===== src/rtl/core/rcm_pkg.sv =====
// Shared types and constants for the RGBA colour matrix core.
// Used by the register block, the channel lanes, the merge stage and the top level.
package rcm_pkg;

   // Field widths.
   localparam int PIX_W              = 8;
   localparam int COEF_W             = 16;
   localparam int NUM_CHAN           = 4;
   localparam int DEF_COEF_FRAC_BITS = 12;

   // Product of a 16-bit signed coefficient and an 8-bit pixel, and the five-term sum.
   localparam int PROD_W = 24;
   localparam int ACC_W  = 28;

   // Register port geometry: 64-bit registers at byte addresses 8*i.
   localparam int CSR_DATA_W = 64;
   localparam int CSR_ADDR_W = 6;
   localparam int NUM_REGS   = 5;

   typedef logic [2:0] csr_index_type;

   localparam csr_index_type REG_RED_ROW    = 3'd0;
   localparam csr_index_type REG_GREEN_ROW  = 3'd1;
   localparam csr_index_type REG_BLUE_ROW   = 3'd2;
   localparam csr_index_type REG_ALPHA_ROW  = 3'd3;
   localparam csr_index_type REG_BIAS_WORDS = 3'd4;

   typedef logic [NUM_CHAN-1:0][PIX_W-1:0]  pixel_type;
   typedef logic [NUM_CHAN-1:0][COEF_W-1:0] coef_row_type;

   // Whole configuration: one coefficient row per output channel plus the biases.
   typedef struct packed {
      coef_row_type                bias;
      logic [NUM_CHAN-1:0][63:0]   rows;
   } cfg_type;

   // Input word.
   typedef struct packed {
      logic             last_in;
      logic [PIX_W-1:0] alpha_in;
      logic [PIX_W-1:0] blue_in;
      logic [PIX_W-1:0] green_in;
      logic [PIX_W-1:0] red_in;
   } req_word_type;

   // Result word.
   typedef struct packed {
      logic             last_out;
      logic [PIX_W-1:0] alpha_out;
      logic [PIX_W-1:0] blue_out;
      logic [PIX_W-1:0] green_out;
      logic [PIX_W-1:0] red_out;
   } rsp_word_type;

   // Stage enables handed to every lane.
   typedef struct packed {
      logic load_mul;
      logic load_sum;
   } lane_ctrl_type;

endpackage


===== src/rtl/core/rcm_merge.sv =====
// Merge stage: gathers the four lane results and the last flag into the output word register.
// Depends on rcm_pkg for the pixel and result word types.
module rcm_merge (
   input  logic                  clock,
   input  logic                  reset,
   input  logic                  sum_valid,
   input  rcm_pkg::pixel_type    chans,
   input  logic                  last,
   input  logic                  rsp_stall,
   output logic                  rsp_valid,
   output rcm_pkg::rsp_word_type rsp_word,
   output logic                  load_out
);
   import rcm_pkg::*;

   logic         valid_ff;
   logic         valid_in;
   rsp_word_type word_ff;
   rsp_word_type word_in;

   // The output register takes a new word when empty or when its word leaves.
   assign load_out = !valid_ff || !rsp_stall;
   assign valid_in = load_out ? sum_valid : valid_ff;

   always_comb begin
      word_in.red_out   = chans[0];
      word_in.green_out = chans[1];
      word_in.blue_out  = chans[2];
      word_in.alpha_out = chans[3];
      word_in.last_out  = last;
   end

   always_ff @(posedge clock) begin
      if (reset) begin
         valid_ff <= 1'b0;
      end else begin
         valid_ff <= valid_in;
      end
   end

   always_ff @(posedge clock) begin
      if (load_out && sum_valid) begin
         word_ff <= word_in;
      end
   end

   assign rsp_valid = valid_ff;
   assign rsp_word  = word_ff;

endmodule


===== config.mk =====
export PLATFORM = sky130hd
export DESIGN_NAME = rcm_merge
export DESIGN_NICKNAME = d
export VERILOG_FILES = /design/src/rtl/core/rcm_pkg.sv /design/src/rtl/core/rcm_merge.sv
export SDC_FILE = /design/constraint.sdc
export NUM_CORES = 1
export LEC_CHECK = 0
export BUFFER_PORTS_ARGS = -buffer_cell sky130_fd_sc_hd__buf_2
export CORE_MARGIN = 2
export CORE_UTILIZATION = 40
export DETAILED_ROUTE_END_ITERATION = 10
export PLACE_DENSITY = 0.78
export SKIP_CTS_REPAIR_TIMING = 1
export SKIP_LAST_GASP = 1
export SYNTH_ARGS = -nofsm -noshare
export SYNTH_HDL_FRONTEND = slang
export SYNTH_SLANG_ARGS = --single-unit

===== constraint.sdc =====
create_clock -name clock -period 4.4 [get_ports clock]
set_input_delay 0.44 -clock clock [delete_from_list [all_inputs] [get_ports clock]]
set_output_delay 0.44 -clock clock [all_outputs]
set_load 0.02 [all_outputs]

==> impl_summary.txt <==
----------------------------------------------------
[Pwr]
  Internal power of the cells ... 461 uW
  Psw ... 139 uW
  Fraction of power spent switching nets ... 23.1%
  Reported leakage power ... 0.000648 uW
  Power Dens Cells ... 406 nW/um^2
  Seq pwr share ... 63.5%
  VDD IR-drop max ... 0.333 mV
  Clock network fraction of design power ... 25.4%
  Relative contribution of combinational cells to total power ... 11.1%

[Place]
  Number of buffers added on ports ... 71
  DP Area ... 1430 sq um
  Global placer's final weighted congestion ... 0.695

[Routing]
  Post-DRT Antenna Nets ... 0
  Via-per-instance ratio ... 4.38
  Drt total wl ... 1880 microns
  Number of design rule violations left after detail routing ... 0
  Drt pass-1 iters ... 4
  Overall via count from detail_route ... 648
  Number of DRC markers in iteration 0 ... 10
  Routed len/inst ... 12.7 microns

[Job]
  Number of maximum-capacitance violations ... 0

[Logic synthesis]
  Number of instances in the synthesized netlist ... 38
  Fraction of synthesized area in multiplexers ... 0%
  Largest cells by area after synthesis ... sky130_fd_sc_hd__edfxtp_1 96%, sky130_fd_sc_hd__dfxtp_1 1.9%, sky130_fd_sc_hd__and2_1 0.61%
  Sequential area share after synthesis ... 98.2%
  Main combinational cell family by area after synthesis ... simple AND/OR/NAND/NOR gates
  Number of warnings printed during yosys synthesis ... 0
  Average footprint of a synthesized cell ... 27.1 sq um
  Xor and xnor area share after synthesis ... 0%
  Proportion of netlist area held by the largest area contributor ... 96.2%
  #FFs+latches synth ... 34
  Nets in the synthesized netlist ... 75
  Post-Syn Area ... 1030 sq um
  Basic-gate share of the synthesized area counting and, or, nand and nor cells ... 1.34%
  Count of cell types in the netlist ... 6
  Adder-cell area share of the yosys netlist ... 0%
  Cell accounting for the most synthesized area ... sky130_fd_sc_hd__edfxtp_1
  Fraction of the mapped netlist area in compound gates ... 0.486%

[Timing]
  Clock skew after layout ... 0.00791 ns
  FMAX ... 0.622 GHz
  Sum Neg Setup Slack ... 0 ns
  Number of max-slew violations in the final report ... 0
  Count of endpoints failing setup in the final report ... 0
  Fin crit period ... 1.61 ns
  Worst slew pin tran ... 0.584 ns
  Crit share post-route ... 36.5%
  Setup repair after global routing missed its margin ... false
  Final-report hold violation count ... 0
  Remaining max-slew budget at the tightest pin ... 61.1%

[Clocking]
  # clock sinks ... 34
  Clock Root Buffer ... sky130_fd_sc_hd__clkbuf_4
  Later-pin clock latency in the skew report ... 0.31 ns
  Reg clk slew, reported paths ... 0.09 ns
  Max Buffers Root-to-Sink ... 2
  Clock tree from TritonCTS ... done
  Maximum level of the CTS H-tree ... 2
  CTS buffer count ... 5

[Global routing]
  Total congestion overflow ... 0
  Overall routing resource usage ... 13.9%
  Antenna violations before repair ... 0
  Pin count of the biggest net entering global routing ... 21
  Number of global-route vias before repair ... 619
  Global-route wire length before repair ... 2720 microns

[Layout]
  Proportion of layout cells with a drive suffix above 1 ... 66.1%
  Layout Cell Area excl Fill ... 1480 sq um
  # diodes ... 0
  Total of fill cells in the finished design ... 204
  Nets@finish ... 154
  Layout overhead on the synthesized area ... 43.7%

[Hold path]
  Worst min-delay path class ... in2reg
  Cell depth of the worst min-delay path ... 2

[Setup path]
  Crit path cell chain ... nand2_1 > and2_1 > buf_4
  Crit-path max FO ... 20
  Highest-delay cell along the critical path ... sky130_fd_sc_hd__and2_1
  Type of destination of the critical path ... flip-flop
  Largest stage delay on the critical path ... 0.50 ns
  Critical path class ... reg2reg
  Arr. time, crit path ... 1.62 ns
  Worst EP required ... 4.41 ns
  Logic depth of the worst register-to-register path ... 3
  CP startpoint kind ... flip-flop

[Floorplanning]
  Core box area ... 2450 sq um
  Initial Utilization ... 41.9%
  Die height ... 54.7 microns
  Number of ports placed on the die boundary ... 72
  Full die area ... 3000 sq um
  Site row count ... 18
  Width of the die ... 54.7 microns

[Outcome]
  Result of the run ... finished, final reports clean

----------------------------------------------------
## cell usage in the layout, fill, tap and decap left out, drive strengths merged
cell type	count
and2	1
a21oi	1
nand2	1
clkbuf	6
dfxtp	1
buf	72
edfxtp	33
nor2	1
clkinv	2
## area by class of cell
type / count / area (sq um) / share of cell area (%)
Sequential cell: 34 / 1010 / 68.3
Clock buffer: 6 / 41.3 / 2.79
Timing Repair Buffer: 72 / 363 / 24.5
Multi-Input combinational cell: 4 / 18.8 / 1.27
Clock inverter: 2 / 8.76 / 0.592
Tap cell: 30 / 37.5 / 2.54
## critical path, delay by kind of cell, from the launching register on
family | cells | cell delay [ns]
simple gates | 2 | 0.58
flops | 1 | 0.34
buf+inv | 1 | 0.37
## cell families after synthesis
| group | count (synthesis) |
|---|---|
| DFF | 34 |
| and+or+nand+nor | 3 |
| AOI/OAI and AO/OA | 1 |
## synthesized netlist by cell type, drive strengths merged
cell type	number
dfxtp	1
and2	1
a21oi	1
nand2	1
edfxtp	33
nor2	1
## per-layer routing
layer	GRT usage [%]	part of all wire, %
met5	0	0
met4	7.50	0
met1	14.9	34
met3	7.92	14
met2	21.6	52
## power groups by stage
stage	sequential [uW]	clock, uW	combinational (uW)
floorplan	414	0	6.97
global placement	388	0	65.6
detailed placement	389	0	67.3
CTS	382	158	67.4
global route	383	172	72.0
finish	381	152	66.6
## through the flow
| stage | util, % | total power (uW) | hold WS (ns) | worst slack (ns) | instances |
|---|---|---|---|---|---|
| 5_1_grt | 60.3 | 627 | 0.247 | 2.67 | 148 |
| 4_1_cts | 60.3 | 607 | 0.254 | 2.76 | 148 |
| 3_5_place_dp | 58.3 | 456 | 0.514 | 2.53 | 140 |
| 2_1_floorplan | - | 421 | 0.512 | 2.53 | 38 |
| 6_report | 60.3 | 600 | 0.267 | 2.79 | 148 |
| 3_3_place_gp | 58.3 | 454 | 0.483 | 2.63 | 140 |
## sequential cells by signal, indices dropped and copies added, names as in the netlist
signal and flops:
rsp_word 33, rsp_valid 1
## final timing paths
check	start	end	slack [ns]
max	rsp_valid	rsp_word[13]	2.79
min	reset	rsp_valid	0.27
max reg2reg	rsp_valid	rsp_word[13]	2.79
min reg2reg	rsp_valid	rsp_valid	0.53
Note: power is estimated with default switching activity, not from simulation.
