--- config.mk ---
export PLATFORM = sky130hd
export DESIGN_NAME = rcm_lane
export DESIGN_NICKNAME = d
export VERILOG_FILES = /design/src/rtl/core/rcm_pkg.sv /design/src/rtl/core/rcm_lane.sv
export SDC_FILE = /design/constraint.sdc
export NUM_CORES = 2
export LEC_CHECK = 0
export BUFFER_PORTS_ARGS = -buffer_cell sky130_fd_sc_hd__buf_2
export CAP_MARGIN = 20
export CORE_ASPECT_RATIO = 0.7
export CORE_MARGIN = 5
export CORE_UTILIZATION = 39
export CTS_BUF_LIST = sky130_fd_sc_hd__clkbuf_4 sky130_fd_sc_hd__clkbuf_8 sky130_fd_sc_hd__clkbuf_16
export DETAILED_ROUTE_END_ITERATION = 6
export SYNTH_ARGS = -nofsm -noshare
export SYNTH_HDL_FRONTEND = slang
export SYNTH_SLANG_ARGS = --single-unit
--- constraint.sdc ---
create_clock -name clock -period 16.4 [get_ports clock]
set_input_delay 3.28 -clock clock [delete_from_list [all_inputs] [get_ports clock]]
set_output_delay 3.28 -clock clock [all_outputs]
set_load 0.1 [all_outputs]
--- src/rtl/core/rcm_pkg.sv ---
// Shared types and constants for the RGBA colour matrix core.
// Used by the register block, the channel lanes, the merge stage and the top level.
package rcm_pkg;

   // Field widths.
   localparam int PIX_W              = 8;
   localparam int COEF_W             = 16;
   localparam int NUM_CHAN           = 4;
   localparam int DEF_COEF_FRAC_BITS = 12;

   // Product of a 16-bit signed coefficient and an 8-bit pixel, and the five-term sum.
   localparam int PROD_W = 24;
   localparam int ACC_W  = 28;

   // Register port geometry: 64-bit registers at byte addresses 8*i.
   localparam int CSR_DATA_W = 64;
   localparam int CSR_ADDR_W = 6;
   localparam int NUM_REGS   = 5;

   typedef logic [2:0] csr_index_type;

   localparam csr_index_type REG_RED_ROW    = 3'd0;
   localparam csr_index_type REG_GREEN_ROW  = 3'd1;
   localparam csr_index_type REG_BLUE_ROW   = 3'd2;
   localparam csr_index_type REG_ALPHA_ROW  = 3'd3;
   localparam csr_index_type REG_BIAS_WORDS = 3'd4;

   typedef logic [NUM_CHAN-1:0][PIX_W-1:0]  pixel_type;
   typedef logic [NUM_CHAN-1:0][COEF_W-1:0] coef_row_type;

   // Whole configuration: one coefficient row per output channel plus the biases.
   typedef struct packed {
      coef_row_type                bias;
      logic [NUM_CHAN-1:0][63:0]   rows;
   } cfg_type;

   // Input word.
   typedef struct packed {
      logic             last_in;
      logic [PIX_W-1:0] alpha_in;
      logic [PIX_W-1:0] blue_in;
      logic [PIX_W-1:0] green_in;
      logic [PIX_W-1:0] red_in;
   } req_word_type;

   // Result word.
   typedef struct packed {
      logic             last_out;
      logic [PIX_W-1:0] alpha_out;
      logic [PIX_W-1:0] blue_out;
      logic [PIX_W-1:0] green_out;
      logic [PIX_W-1:0] red_out;
   } rsp_word_type;

   // Stage enables handed to every lane.
   typedef struct packed {
      logic load_mul;
      logic load_sum;
   } lane_ctrl_type;

endpackage

--- src/rtl/core/rcm_lane.sv ---
// One output channel of the colour matrix: four products and a bias term, then sum, round, clamp.
// Depends on rcm_pkg for widths and the lane control struct.
module rcm_lane #(
   parameter int COEF_FRAC_BITS = rcm_pkg::DEF_COEF_FRAC_BITS
) (
   input  logic                        clock,
   input  rcm_pkg::lane_ctrl_type      ctrl,
   input  rcm_pkg::pixel_type          pix,
   input  rcm_pkg::coef_row_type       row,
   input  logic [rcm_pkg::COEF_W-1:0]  bias,
   output logic [rcm_pkg::PIX_W-1:0]   chan
);
   import rcm_pkg::*;

   localparam logic signed [ACC_W-1:0] ROUND_HALF = ACC_W'(1) << (COEF_FRAC_BITS - 1);

   logic signed [PROD_W-1:0] coef_ext [NUM_CHAN];
   logic signed [PROD_W-1:0] pix_ext  [NUM_CHAN];
   logic signed [PROD_W-1:0] prod_in  [NUM_CHAN];
   logic signed [PROD_W-1:0] prod_ff  [NUM_CHAN];
   logic signed [PROD_W-1:0] bias_ext;
   logic signed [PROD_W-1:0] bias_term_in;
   logic signed [PROD_W-1:0] bias_term_ff;
   logic signed [ACC_W-1:0]  acc;
   logic [PIX_W-1:0]         chan_in;
   logic [PIX_W-1:0]         chan_ff;

   // Stage one: coefficient times pixel for each input channel, and bias scaled by 255.
   always_comb begin
      for (int i = 0; i < NUM_CHAN; i++) begin
         coef_ext[i] = PROD_W'($signed(row[i]));
         pix_ext[i]  = PROD_W'({1'b0, pix[i]});
         prod_in[i]  = coef_ext[i] * pix_ext[i];
      end
      bias_ext     = PROD_W'($signed(bias));
      bias_term_in = (bias_ext <<< PIX_W) - bias_ext;
   end

   always_ff @(posedge clock) begin
      if (ctrl.load_mul) begin
         prod_ff      <= prod_in;
         bias_term_ff <= bias_term_in;
      end
   end

   // Stage two: sum with the rounding half, then clamp to the pixel range.
   always_comb begin
      acc = ROUND_HALF + ACC_W'(bias_term_ff);
      for (int i = 0; i < NUM_CHAN; i++) begin
         acc = acc + ACC_W'(prod_ff[i]);
      end
      if (acc[ACC_W-1]) begin
         chan_in = '0;
      end else if (|acc[ACC_W-2:COEF_FRAC_BITS+PIX_W]) begin
         chan_in = '1;
      end else begin
         chan_in = acc[COEF_FRAC_BITS+PIX_W-1:COEF_FRAC_BITS];
      end
   end

   always_ff @(posedge clock) begin
      if (ctrl.load_sum) begin
         chan_ff <= chan_in;
      end
   end

   assign chan = chan_ff;

endmodule

==> metrics.csv <==
metric,value,unit
outcome,"complete, no violations",
Port Buffers,122,
Worst Hold Path EP,chan[7],
vias in the first global route,18100,
final setup fails,0,
Pre-antenna DRT Iters,5,
"EDFF count, synth",128,
Max Fclk,125,MHz
worst reg-to-reg path cell count,17,
top post-synthesis cells by area,"fa_1 36%, edfxtp_1 15%, ha_1 12%",
WL final,58600,um
period utilization,49.0,%
post-DR wirelength/cell,15.5,um
# Max-Cap Violations,0,
nets,3729,
multi-input logic area,19100,sq um
synthesized flop and latch total,128,
total gr overflow,0,
antenna violations before repair,4,
setup tns final,0,ns
Via Count,17600,
"Hold Vio Cnt, Final",0,
crit-path cells,"buf_2, nand2_1, fa_1, inv_1, fa_1, fa_1, inv_1, fa_1, inv_1, ha_1, o21a_1, o21ai_0, inv_1, a41oi_1, a2111oi_0, nor3_1, o31ai_1, a21oi_1, xnor2_1",
Die ar.,72100,sq um
Simple-Gate Fraction of Synth Area,14.7,%
CTS Buf Count,17,
# fillers,6466,
top cell family by delay on the critical path,adder cells,
share of layout cells above drive strength 1,6.58,%
DRC viols,0,
clock sinks,128,
YS warnings,0,
Post-synth ARST share,0,%
critical path type,in2reg,
r2r setup slk,11.62,ns
Core Area,66300,sq um
Worst R2R Start,prod_ff[13],
post-synthesis mux area share,0.168,%
required time worst endpoint,16.58,ns
most frequent cell after synthesis,inv_1,
Synth Area in Adders,48.4,%
Synth Flop Type,edfxtp_1,
Initial Util,39.3,%
CP endpoint kind,register,
worst hold path class,reg2reg,
RSZ-0062 raised after global routing,no,
Tot GR Track Use,17.0,%
CTS tree,yes,
# Post-CTS Setup Buffers,0,
maximum buffer depth of the clock tree,2,
HPWL after DPL,50100,um
Max Slew Vio Count,0,
Post-Syn Area,26000,sq um
max incr delay on CP,0.74,ns
CP bufs+invs,5,
ant diodes,0,
CTS root buffer,clkbuf_16,
WHS Path Cells,5,
hold buffer count at CTS,0,
pin count of the biggest net entering global routing,69,
Worst-path clk slew,0.06,ns
Iteration-0 DRC Markers,928,
peak fanout along the critical path,16,
skew final,0.00873,ns
syn nets,3621,
Hold WS,1.43,ns
final antenna-violating net count,0,
RD Place Congestion,0.816,
Die Y,226,um
area share of the largest cell type after synthesis,36.3,%
complex-gate fraction of the synthesized area,6.40,%
Post-Synth XOR/XNOR Area,3.53,%
Synth area leader,fa_1,
Synth top cells by count,"798 x inv_1, 472 x fa_1, 289 x and2_1",
Vias/cell,4.65,
H-tree Lvls,4,
Syn Area/Cell,9.37,sq um
Max-Slew Margin vs Limit,41.9,%
largest family of logic cells by synthesized area,adder cells,
Die Wd,319,um
CP Data Arrival Time,8.21,ns
row cnt,79,
Syn-to-layout area delta,8.40,%
register area,3840,sq um
worst-margin pin slew,0.871,ns
CP startpoint kind,input pin,
Resize count post-CTS,0,
Crit-path slowest cell,a2111oi_0,
reg-to-reg endpoint,chan[2],
"Seq/Total Area, Yosys",14.8,%
first-pass GRT wire length,98300,um
Hold Crit Start,prod_ff[95],
"Distinct cells, synth",73,
Worst-Skew Late Latency,0.44,ns
Mapped Cells,2781,
# IOs,123,
Period minus WS final,8.03,ns
-- sequential cells by signal, indices dropped and copies added, names as in the netlist --
register	cells
chan	8
bias_term_ff	24
prod_ff	96
-- per-layer routing --
| metal | GRT usage [%] | vias to the layer above | routed length, um |
|---|---|---|---|
| met2 | 24.6 | 323 | 23800 |
| met4 | 2.22 | 6 | 541 |
| met3 | 3.24 | 33 | 3250 |
| met1 | 27.1 | 8640 | 30900 |
| li1 | - | 8619 | - |
| met5 | 0 | - | 34 |
-- tightest hold or removal path: stages, from the launching register on --
cell       delay [ns]
edfxtp_1         0.37
ha_1             0.24
fa_1             0.21
ha_1             0.22
a2bb2oi_4        0.12
o21a_1           0.11
-- per-stage QoR --
step | area [sq um] | worst slack (ns) | cells | utilization, %
CTS | 28200 | 8.40 | 3793 | 42.6
global placement | 27600 | 8.03 | 3761 | 41.7
detailed placement | 27600 | 7.94 | 3761 | 41.7
floorplan | 26000 | 8.47 | 2781 | -
global route | 28200 | 8.05 | 3793 | 42.6
finish | 28200 | 8.37 | 3793 | 42.6
-- placed cells by master, fill, tap and decap left out, types with 12 or more instances in the layout --
master / instances
inv_1: 798
fa_1: 472
and2_1: 289
nand2_1: 269
ha_1: 253
edfxtp_1: 128
buf_2: 121
xnor2_1: 88
nor2_1: 70
a21oi_1: 65
o21ai_0: 37
nor3_1: 31
a21o_1: 24
o21a_1: 21
nand3_1: 17
xor2_1: 17
clkbuf_16: 17
nor2b_1: 12
-- area by class of cell --
cell class              instances  area share (%)
flip-flops and latches        128            13.6
repair buffers                123            2.20
clock buffers                  18            1.53
well taps                     891            3.95
inverters                     798            10.6
clock inverters                14           0.549
multi-input cells            1821            67.6
-- cells by family after synthesis --
family | Yosys count
simple gates | 749
flops | 128
xor+xnor | 105
compound gates | 239
buf+inv | 832
fa+ha+maj | 725
mux | 3
-- worst max path at each step --
stage	end	slack, ns	start	cells past startpoint
after floorplan	prod_ff[23]	8.47	pix[24]	19
final	prod_ff[47]	8.37	pix[16]	19
after CTS	prod_ff[47]	8.40	pix[16]	19
after detailed placement	prod_ff[47]	7.94	pix[16]	19
after global placement	prod_ff[47]	8.03	pix[19]	20
after global routing	prod_ff[47]	8.05	pix[17]	19
Power is left out: the tool's default activity adds up to more than one toggle a clock period on the data nets, which glitch-free logic cannot reach.
