[config.mk]
export PLATFORM = sky130hd
export DESIGN_NAME = rcm_csr
export DESIGN_NICKNAME = d
export VERILOG_FILES = /design/src/rtl/core/rcm_pkg.sv /design/src/rtl/core/rcm_csr.sv
export SDC_FILE = /design/constraint.sdc
export NUM_CORES = 1
export LEC_CHECK = 0
export BUFFER_PORTS_ARGS = -buffer_cell sky130_fd_sc_hd__buf_2
export CAP_MARGIN = 20
export CORE_AREA = 2 2 177 179
export DETAILED_ROUTE_END_ITERATION = 7
export DIE_AREA = 0 0 179 181
export GPL_ROUTABILITY_DRIVEN = 0
export PLACE_DENSITY = 0.81
export SYNTH_ARGS = -nofsm -noshare
export SYNTH_HDL_FRONTEND = slang
export SYNTH_SLANG_ARGS = --single-unit
[constraint.sdc]
create_clock -name clock -period 1.55 [get_ports clock]
set_input_delay 0.155 -clock clock [delete_from_list [all_inputs] [get_ports clock]]
set_output_delay 0.155 -clock clock [all_outputs]
set_load 0.03 [all_outputs]
[src/rtl/core/rcm_pkg.sv]
// Shared types and constants for the RGBA colour matrix core.
// Used by the register block, the channel lanes, the merge stage and the top level.
package rcm_pkg;

   // Field widths.
   localparam int PIX_W              = 8;
   localparam int COEF_W             = 16;
   localparam int NUM_CHAN           = 4;
   localparam int DEF_COEF_FRAC_BITS = 12;

   // Product of a 16-bit signed coefficient and an 8-bit pixel, and the five-term sum.
   localparam int PROD_W = 24;
   localparam int ACC_W  = 28;

   // Register port geometry: 64-bit registers at byte addresses 8*i.
   localparam int CSR_DATA_W = 64;
   localparam int CSR_ADDR_W = 6;
   localparam int NUM_REGS   = 5;

   typedef logic [2:0] csr_index_type;

   localparam csr_index_type REG_RED_ROW    = 3'd0;
   localparam csr_index_type REG_GREEN_ROW  = 3'd1;
   localparam csr_index_type REG_BLUE_ROW   = 3'd2;
   localparam csr_index_type REG_ALPHA_ROW  = 3'd3;
   localparam csr_index_type REG_BIAS_WORDS = 3'd4;

   typedef logic [NUM_CHAN-1:0][PIX_W-1:0]  pixel_type;
   typedef logic [NUM_CHAN-1:0][COEF_W-1:0] coef_row_type;

   // Whole configuration: one coefficient row per output channel plus the biases.
   typedef struct packed {
      coef_row_type                bias;
      logic [NUM_CHAN-1:0][63:0]   rows;
   } cfg_type;

   // Input word.
   typedef struct packed {
      logic             last_in;
      logic [PIX_W-1:0] alpha_in;
      logic [PIX_W-1:0] blue_in;
      logic [PIX_W-1:0] green_in;
      logic [PIX_W-1:0] red_in;
   } req_word_type;

   // Result word.
   typedef struct packed {
      logic             last_out;
      logic [PIX_W-1:0] alpha_out;
      logic [PIX_W-1:0] blue_out;
      logic [PIX_W-1:0] green_out;
      logic [PIX_W-1:0] red_out;
   } rsp_word_type;

   // Stage enables handed to every lane.
   typedef struct packed {
      logic load_mul;
      logic load_sum;
   } lane_ctrl_type;

endpackage

[src/rtl/core/rcm_csr.sv]
// Configuration registers of the colour matrix core, written and read over an APB-style port.
// Depends on rcm_pkg for the register indexes and the configuration struct.
module rcm_csr #(
   parameter int COEF_FRAC_BITS = rcm_pkg::DEF_COEF_FRAC_BITS
) (
   input  logic                             clock,
   input  logic                             reset,
   input  logic                             csr_psel,
   input  logic                             csr_penable,
   input  logic                             csr_pwrite,
   input  logic [rcm_pkg::CSR_ADDR_W-1:0]   csr_paddr,
   input  logic [rcm_pkg::CSR_DATA_W-1:0]   csr_pwdata,
   output logic [rcm_pkg::CSR_DATA_W-1:0]   csr_prdata,
   output logic                             csr_pready,
   output rcm_pkg::cfg_type                 cfg
);
   import rcm_pkg::*;

   localparam logic [COEF_W-1:0] COEF_ONE = COEF_W'(1) << COEF_FRAC_BITS;

   // Identity matrix with zero bias.
   localparam cfg_type CFG_RESET = '{
      bias: '0,
      rows: {CSR_DATA_W'(COEF_ONE) << (3 * COEF_W), CSR_DATA_W'(COEF_ONE) << (2 * COEF_W),
             CSR_DATA_W'(COEF_ONE) << COEF_W, CSR_DATA_W'(COEF_ONE)}
   };

   cfg_type       cfg_ff;
   cfg_type       cfg_in;
   csr_index_type index;
   logic          write_en;

   assign index      = csr_paddr[CSR_ADDR_W-1:3];
   assign write_en   = csr_psel && csr_penable && csr_pwrite && csr_pready;
   assign csr_pready = 1'b1;

   // Next register contents; a write to an index beyond the list changes nothing.
   always_comb begin
      cfg_in = cfg_ff;
      if (write_en) begin
         case (index)
            REG_RED_ROW:    cfg_in.rows[0] = csr_pwdata;
            REG_GREEN_ROW:  cfg_in.rows[1] = csr_pwdata;
            REG_BLUE_ROW:   cfg_in.rows[2] = csr_pwdata;
            REG_ALPHA_ROW:  cfg_in.rows[3] = csr_pwdata;
            REG_BIAS_WORDS: cfg_in.bias    = csr_pwdata;
            default:        cfg_in         = cfg_ff;
         endcase
      end
   end

   // Reset to the identity matrix with zero bias.
   always_ff @(posedge clock) begin
      if (reset) begin
         cfg_ff <= CFG_RESET;
      end else begin
         cfg_ff <= cfg_in;
      end
   end

   // Read data.
   always_comb begin
      case (index)
         REG_RED_ROW:    csr_prdata = cfg_ff.rows[0];
         REG_GREEN_ROW:  csr_prdata = cfg_ff.rows[1];
         REG_BLUE_ROW:   csr_prdata = cfg_ff.rows[2];
         REG_ALPHA_ROW:  csr_prdata = cfg_ff.rows[3];
         REG_BIAS_WORDS: csr_prdata = cfg_ff.bias;
         default:        csr_prdata = '0;
      endcase
   end

   assign cfg = cfg_ff;

endmodule

==> impl_results.md <==
- Sequential area share after synthesis: 43.2%
- Slowest CP cell: dfxtp_2
- Die Span X: 179 um
- Area grow syn2layout: 37.8%
- IO Pins: 460
- Inserted Clock Buffers: 34
- Via count: 14.1k
- # DRC: 0
- Synthesized area: 0.0148 sq mm
- Share of the synthesized area in the top cell type: 43.2%
- Critical path class: reg2out
- Critical path buffer and inverter count: 2
- RSZ-0062 raised after global routing: true
- Pwr/cell area: 901 mW/mm^2
- Aggregate negative setup slack: -5.42 ns
- Dpl ws: -0.110 ns
- FF+latch count, synth: 320
- Cell variety after synth: 33
- Dpl cell area: 0.0178 sq mm
- Final setup fails: 64
- Crit-path cells: mux2i_2, buf_4, o2bb2ai_2, a221o_1, buf_6
- Share of cells above drive strength 1: 40.9%
- Setup WS post-layout: -0.213 ns
- Ys flop type: dfxtp_1
- Tot Pwr: 18.4 mW
- Area of the die: 0.0324 sq mm
- Synth area leader: dfxtp_1
- Most frequent cells after synthesis: 320 x dfxtp_1, 258 x nand2b_1, 257 x mux2i_1
- Flop pwr share: 45.3%
- Crit path launch type: flip-flop
- Sw power: 4.24 mW
- Wirelength per Cell: 21.9 um
- Via count of the first global-routing pass: 14.4k
- Final Hold Fails: 0
- Site row count: 64
- Failing checks: negative setup slack
- CTS H-tree depth: 2
- Core area: 0.0303 sq mm
- Drt total wl: 53.7 mm
- Largest net degree at the start of global routing: 74
- CTS tree: built
- Clock Skew: 0 ns
- Routed vias/inst: 5.75
- Post-Syn Instances: 1,509
- Skew-Pair Late Insertion Delay: 0.49 ns
- DP Wirelength: 34.0 mm
- Count leader, synth: dfxtp_1
- Fin crit share: 114%
- Sw Share: 23.1%
- CTS Sinks: 320
- Max Slew Vio Count: 0
- Initial drt markers: 1,148
- CP top delay family: compound AO/OA/AOI/OAI gates
- Congestion Overflow GR: 0
- Worst path max stage delay: 0.32 ns
- First-pass detailed-route iteration total: 5
- Port bufs: 455
- Internal: 14.2 mW
- Antenna-violating nets left: 0
- Crit path max fanout: 2
- Comb pwr share: 7.8%
- Gr usage total: 32.0%
- Design Area, Final: 0.0204 sq mm
- Root Driver: clkbuf_16
- Worst Setup End Kind: primary output
- Post-synth EDFFs: 0
- Worst EP required: 1.39 ns
- Initial antenna violation count: 7
- Ranking of synthesized cells by area: dfxtp_1 43%, mux2i_1 17%, nand2b_1 11%, o21ai_0 5.9%, nor2b_1 5.3%
- Max VDD drop: 613 uV
- Max Cap Viol: 0
- Clock-pin transition on the worst setup and hold timing paths: 0.06 ns
- Mapped Nets: 1,584
- Nets: 2,104
- Clock tree buffer depth: 3
- Post-route minimum period: 1.76 ns
- Max Clock Freq: 0.567 GHz
- YS warnings: 0
- First-pass GRT wire length: 81.4 mm
- DIE HEIGHT: 181 um
- Clk pwr share: 46.8%
- Syn_area_per_cell: 9.82 sq um
- Min-Delay Path Class: in2reg
- Max reg flops: 320
- Worst Path Arrival: 1.61 ns
- Initial core utilization: 48.8%
- Status: finished, violations left
- Leakage: 9.77 nW
- Ys async rst share: 0%
[layout by cell type (no fill, tap or decap), types with 2 or more instances in the layout]
cell type,netlist,final
mux2i_2,0,3
buf_2,29,389
nor3_4,1,3
a221o_1,63,63
dfxtp_4,0,3
nor2b_1,126,126
o2bb2ai_1,63,61
inv_6,0,2
clkbuf_8,0,8
nor2_1,9,9
o21ai_0,176,176
buf_12,0,30
dlygate4sd3_1,0,5
o2bb2ai_2,0,2
o21ai_1,56,56
dfxtp_2,0,122
o21ai_2,20,20
bufinv_16,0,4
nand2b_2,0,4
buf_4,18,137
nand2b_1,258,254
clkbuf_16,0,37
diode_2,0,3
dfxtp_1,320,195
clkbuf_1,83,6
buf_6,10,64
mux2i_1,257,253
[power groups by stage]
stage	Combinational, mW	Clock, mW	Sequential [mW]
2_1_floorplan	0.704	0	8.63
3_3_place_gp	1.32	0	8.52
3_5_place_dp	1.34	0	8.52
4_1_cts	1.41	8.68	8.33
5_1_grt	1.51	9.01	8.34
6_report	1.44	8.61	8.34
[metal layers]
metal / wire [um] / global-route usage [%]
met1: 20800 / 37.8
met2: 26300 / 54.3
met3: 4060 / 6.76
met4: 2490 / 16.3
met5: 41 / 0
[repair_timing]
item,CTS,global route
pin swaps,62,4
resized for setup,258,8
buffers inserted,91,5
endpoints found under the hold margin,5,0
hold buffers,5,0
endpoints found under the setup margin,64,64
[tightest hold or removal path, delay by kind of cell]
family / cells / cell delay, ns
buf+inv: 1 / 0.07
simple gates: 1 / 0.11
compound gates: 1 / 0.14
[final cells by class]
class                           instances  area (sq um)
Clock buffer                           50          1040
Antenna cell                            3          7.51
Clock inverter                          6           138
Timing Repair Buffer                  626          4360
Fill cell                            2231          9930
Sequential cell                       320          6570
Multi-Input combinational cell       1047          7800
Tap cell                              396           495
[cell families (layout without fill, tap and decap cells)]
family	Yosys count	count (layout)	share of synthesized area (%)
buf+inv	142	682	4.88
other cells	1	4	0.0253
compound gates	381	381	17.1
flops	320	320	43.2
mux	258	258	17.4
simple gates	407	407	17.3
[final timing paths]
| path | startpoint | to | slack [ns] | cells past startpoint |
|---|---|---|---|---|
| min reg2reg | cfg[241]$_SDFFE_PP0P_ | cfg[241]$_SDFFE_PP0P_ | 0.49 | 2 |
| max | cfg[127]$_SDFFE_PP0P_ | csr_prdata[63] | -0.21 | 5 |
| min | csr_pwdata[52] | cfg[116]$_SDFFE_PP0P_ | 0.01 | 3 |
| max reg2reg | cfg[81]$_SDFFE_PP0P_ | cfg[81]$_SDFFE_PP0P_ | 0.63 | 4 |
[stage by stage]
step / cells / util [%] / hold slack (ns)
3_5_place_dp: 2288 / 58.8 / 0.446
4_1_cts: 2440 / 67.0 / 0.00736
6_report: 2448 / 67.3 / 0.0127
2_1_floorplan: 1509 / - / 0.316
3_3_place_gp: 2288 / 58.8 / 0.422
5_1_grt: 2448 / 67.3 / 0.0251
No activity file was read; power rests on OpenSTA's default activity.
